--- src/rtl/tamr_pkg.sv ---
// ============================================================================
// Tensor axis mean reducer package
// Shared constants, configuration register codes and the command and status
// bundles that join the controller to the datapath.
// ============================================================================
package tamr_pkg;

    // Width of the mean output field.
    localparam int MEAN_W = 16;

    // Configuration port geometry.
    localparam int CFG_IDX_W  = 2;
    localparam int CFG_DATA_W = 16;

    // Widths of the individual configuration registers.
    localparam int INNER_CFG_W = 9;
    localparam int COUNT_CFG_W = 11;
    localparam int OUTER_CFG_W = 16;

    // Configuration register indexes.
    localparam logic [CFG_IDX_W-1:0] CFG_INNER = 2'd0;
    localparam logic [CFG_IDX_W-1:0] CFG_COUNT = 2'd1;
    localparam logic [CFG_IDX_W-1:0] CFG_OUTER = 2'd2;

    // Commands from the controller to the datapath.
    typedef struct packed {
        logic accept;    // a sample transaction completes this cycle
        logic div_step;  // run one divider iteration
        logic out_load;  // move the quotient into the output register
    } t_dp_cmd;

    // Status from the datapath to the controller.
    typedef struct packed {
        logic emits;     // the sample at the current position completes a mean
        logic out_free;  // the output register can take a new result
    } t_dp_status;

endpackage

--- src/rtl/tamr_ctrl.sv ---
// ============================================================================
// Tensor axis mean reducer controller
// Sequences sample acceptance, the iterative divider and the output load.
// ============================================================================
module tamr_ctrl import tamr_pkg::*; #(
    parameter int ACC_W = 26
) (
    input  logic       i_clk,
    input  logic       i_rst_n,
    input  logic       i_valid,
    output logic       o_stall,
    input  t_dp_status i_status,
    output t_dp_cmd    o_cmd
);

    localparam int STEP_W = $clog2(ACC_W);

    localparam logic [1:0] ST_IDLE = 2'd0;
    localparam logic [1:0] ST_DIV  = 2'd1;
    localparam logic [1:0] ST_LOAD = 2'd2;

    logic [1:0]        r_state;
    logic [1:0]        n_state;
    logic [STEP_W-1:0] r_step;
    logic [STEP_W-1:0] n_step;

    // Next-state logic and command decode.
    always_comb begin
        n_state = r_state;
        n_step  = r_step;
        o_cmd   = '0;
        o_stall = 1'b1;
        case (r_state)
            ST_IDLE: begin
                o_stall      = 1'b0;
                o_cmd.accept = i_valid;
                if (i_valid && i_status.emits) begin
                    n_state = ST_DIV;
                    n_step  = STEP_W'(ACC_W - 1);
                end
            end
            ST_DIV: begin
                o_cmd.div_step = 1'b1;
                if (r_step == '0) begin
                    n_state = ST_LOAD;
                end else begin
                    n_step = r_step - STEP_W'(1);
                end
            end
            ST_LOAD: begin
                if (i_status.out_free) begin
                    o_cmd.out_load = 1'b1;
                    n_state        = ST_IDLE;
                end
            end
            default: begin
                n_state = ST_IDLE;
            end
        endcase
    end

    // State registers.
    always_ff @(posedge i_clk) begin
        if (!i_rst_n) begin
            r_state <= ST_IDLE;
            r_step  <= '0;
        end else begin
            r_state <= n_state;
            r_step  <= n_step;
        end
    end

endmodule

--- config.mk ---
export PLATFORM = sky130hd
export DESIGN_NAME = tamr_ctrl
export DESIGN_NICKNAME = d
export VERILOG_FILES = /design/src/rtl/tamr_pkg.sv /design/src/rtl/tamr_ctrl.sv
export SDC_FILE = /design/constraint.sdc
export NUM_CORES = 1
export LEC_CHECK = 0
export ABC_AREA = 1
export BUFFER_PORTS_ARGS = -buffer_cell sky130_fd_sc_hd__clkbuf_2
export CORE_AREA = 2 2 39 41
export DETAILED_ROUTE_END_ITERATION = 6
export DIE_AREA = 0 0 41 43
export PLACE_DENSITY_LB_ADDON = 0.12
export SYNTH_ARGS = -nofsm -noshare
export SYNTH_HDL_FRONTEND = slang
export SYNTH_SLANG_ARGS = --single-unit
--- constraint.sdc ---
create_clock -name i_clk -period 2.83 [get_ports i_clk]
set_input_delay 0.7075 -clock i_clk [delete_from_list [all_inputs] [get_ports i_clk]]
set_output_delay 0.7075 -clock i_clk [all_outputs]
set_load 0.005 [all_outputs]
==> metrics.yaml <==
drt:
  firstDrtPassIters: 3
  drt_iter0_markers: 2
  num_vias: 390
  wl_per_cell_um: 9.52
  ant_nets: 0
  drc_errors: 0
  routed_via_density: 4.48
  wirelength_um: 828
timing:
  slew_violations: 0
  clock.fmax_mhz: 556
  setup_viol: 0
  min_period_ns: 1.80
  finalCritPeriodShare_pct: 63.5
  final_hold_viol_count: 0
  worst_pin_slew_ns: 0.192
  finalWorstSetupSlack_ns: 1.03
  setup_tns_ns: 0
  relSlewSlack_pct: 87.2
  finClkSkew_ns: 0.00861
  rsz0062_at_grt: "false"
synthesis:
  syn_nets: 66
  yosysWarnings: 0
  syn_area_um2: 448
  ys_types: 18
  ys_seq_elements: 7
  synth_cells: 60
  ys_seq_area_share_pct: 31.3
  syn_area_per_cell_um2: 7.47
  yosys.area.top_type: "dfxtp_1"
  ys_top_cells_by_area: "dfxtp_1 (31%), nor2_2 (9.8%), inv_1 (7.5%)"
  synth.top_cell.area_share_pct: 31.3
layout:
  layout_commonest_cell: "inv_1"
  antennaDiodeCount: 0
  fillers: 160
  layout-drive-gt1-share_pct: 42.3
  area_delta_synth_final_pct: 17.9
  layout_common_cells: "inv_1 (9), nor2_1 (8), clkbuf_2 (8), nor2_2 (7), dfxtp_1 (7)"
  seqCellArea_um2: 140
  fin_area_um2: 528
  multi_input_area_um2: 254
  layoutNonFillerInstCount: 87
  nets: 78
placement:
  dp.cells: 83
  dp.final_hpwl_um: 691
  post-place-ws_ns: 1.03
  dpl-instance-area_um2: 500
  portBuffers: 8
  place.gp.congestion: 0.715
power_and_ir_drop:
  p_sw_share_pct: 33.1
  power_uw: 286
  ir_drop_v: 0.000304
  p_leak_uw: 0.000256
  pwr-share-clk_pct: 32.0
  power.internal_uw: 191
  power_switching_uw: 94.5
  combPwrFrac_pct: 28.4
  p_per_area_nw_per_um2: 541
  p_seq_share_pct: 39.6
die:
  pin_count: 9
  core_area_um2: 1380
  die_w_um: 41
  initial_utilization_pct: 32.4
  die_h_um: 43
  core.rowCount: 14
  dieArea_um2: 1760
setup_path:
  crit_path_max_fanout: 2
  critPathKind: "input port to output pin"
  startpoint_type: "input port"
  critPathRequiredTime_ns: 2.12
  end_kind: "output pin"
  cp.arrival_ns: 1.09
flow_run:
  maxCapViolCount: 0
cts:
  root_buffer: "clkbuf_4"
  holdBufCountCts: 0
  cts.clk_slew.worst_paths_ns: 0.06
  tritoncts: "built"
  cts_max_level: 1
  cts_buffer_depth: 2
  clk_latency_ns: 0.25
  post_cts_buffers: 0
  ctsResizeCount: 0
  numCtsBuffers: 3
  clock-sinks: 7
grt:
  grt_pass1_wl_mm: 1.52
  grt_overflow_total: 0
  first_global_vias: 347
  antenna_found_initial: 0
  track_usage_pct: 13.2
  grt_max_degree: 6
hold_path:
  hold_path_class: "flop to flop"
run_status:
  status: "completed"
-- area by class of cell --
class,instances,share of cell area (%)
sequential,7,26.5
tap,16,3.79
clock buffer,3,4.27
timing repair buffer,8,7.58
inverter,11,8.77
multi-input combinational,41,48.1
clock inverter,1,0.948
-- routing by layer --
| metal | global-route usage [%] | part of all wire [%] | wire (µm) |
|---|---|---|---|
| met1 | 17.6 | 48 | 396 |
| met5 | 0 | 0 | 0 |
| met4 | 6.00 | 1.4 | 12 |
| met2 | 16.6 | 45 | 372 |
| met3 | 7.85 | 5.6 | 46 |
-- kinds of logic (layout without fill, tap and decap cells) --
family / count (synthesis) / after routing / share of synthesized area [%]
flip-flops: 7 / 7 / 31.3
XOR/XNOR: 1 / 1 / 1.96
adder cells (fa/ha/maj): 1 / 1 / 2.79
buffers and inverters: 12 / 23 / 12.0
AO/OA/AOI/OAI: 5 / 5 / 7.54
AND/OR/NAND/NOR: 34 / 34 / 44.4
-- power by group through the flow --
stage,Combinational [µW],Clock (µW),Sequential [µW]
floorplan,64.9,0,114
global placement,80.9,0,115
detailed placement,81.4,0,115
CTS,81.8,97.0,113
global route,91.6,105,114
finish,81.2,91.3,113
-- state kept, by name, indices dropped and copies added (netlist names) --
name,cells
r_state,2
r_step,5
-- Yosys cell counts, drive strengths merged --
master	n
inv	11
nor2	15
a21oi	3
o21a	2
nand3	7
xnor2	1
dfxtp	7
nand2	10
nor3	2
ha	1
buf	1
-- per-stage QoR --
step / hold slack [ns] / util [%]
global route: 0.533 / 38.2
CTS: 0.501 / 38.2
finish: 0.496 / 38.2
detailed placement: 0.484 / 36.2
floorplan: 0.463 / -
global placement: 0.491 / 36.2
-- final timing paths --
kind	start	end	slack (ns)	depth (start not counted)
worst max register to register	r_step[0]	r_step[0]	1.54	7
worst max-delay path	i_status[0]	o_cmd[0]	1.03	4
worst min-delay path	r_step[0]	r_step[0]	0.50	2
worst min register to register	r_step[0]	r_step[0]	0.50	2
-- worst max-delay path, cell delays in order --
cell      delay [ns]
clkbuf_2        0.09
inv_1           0.04
nor3_1          0.12
clkbuf_2        0.14
Power figures use the tool's default switching activity.
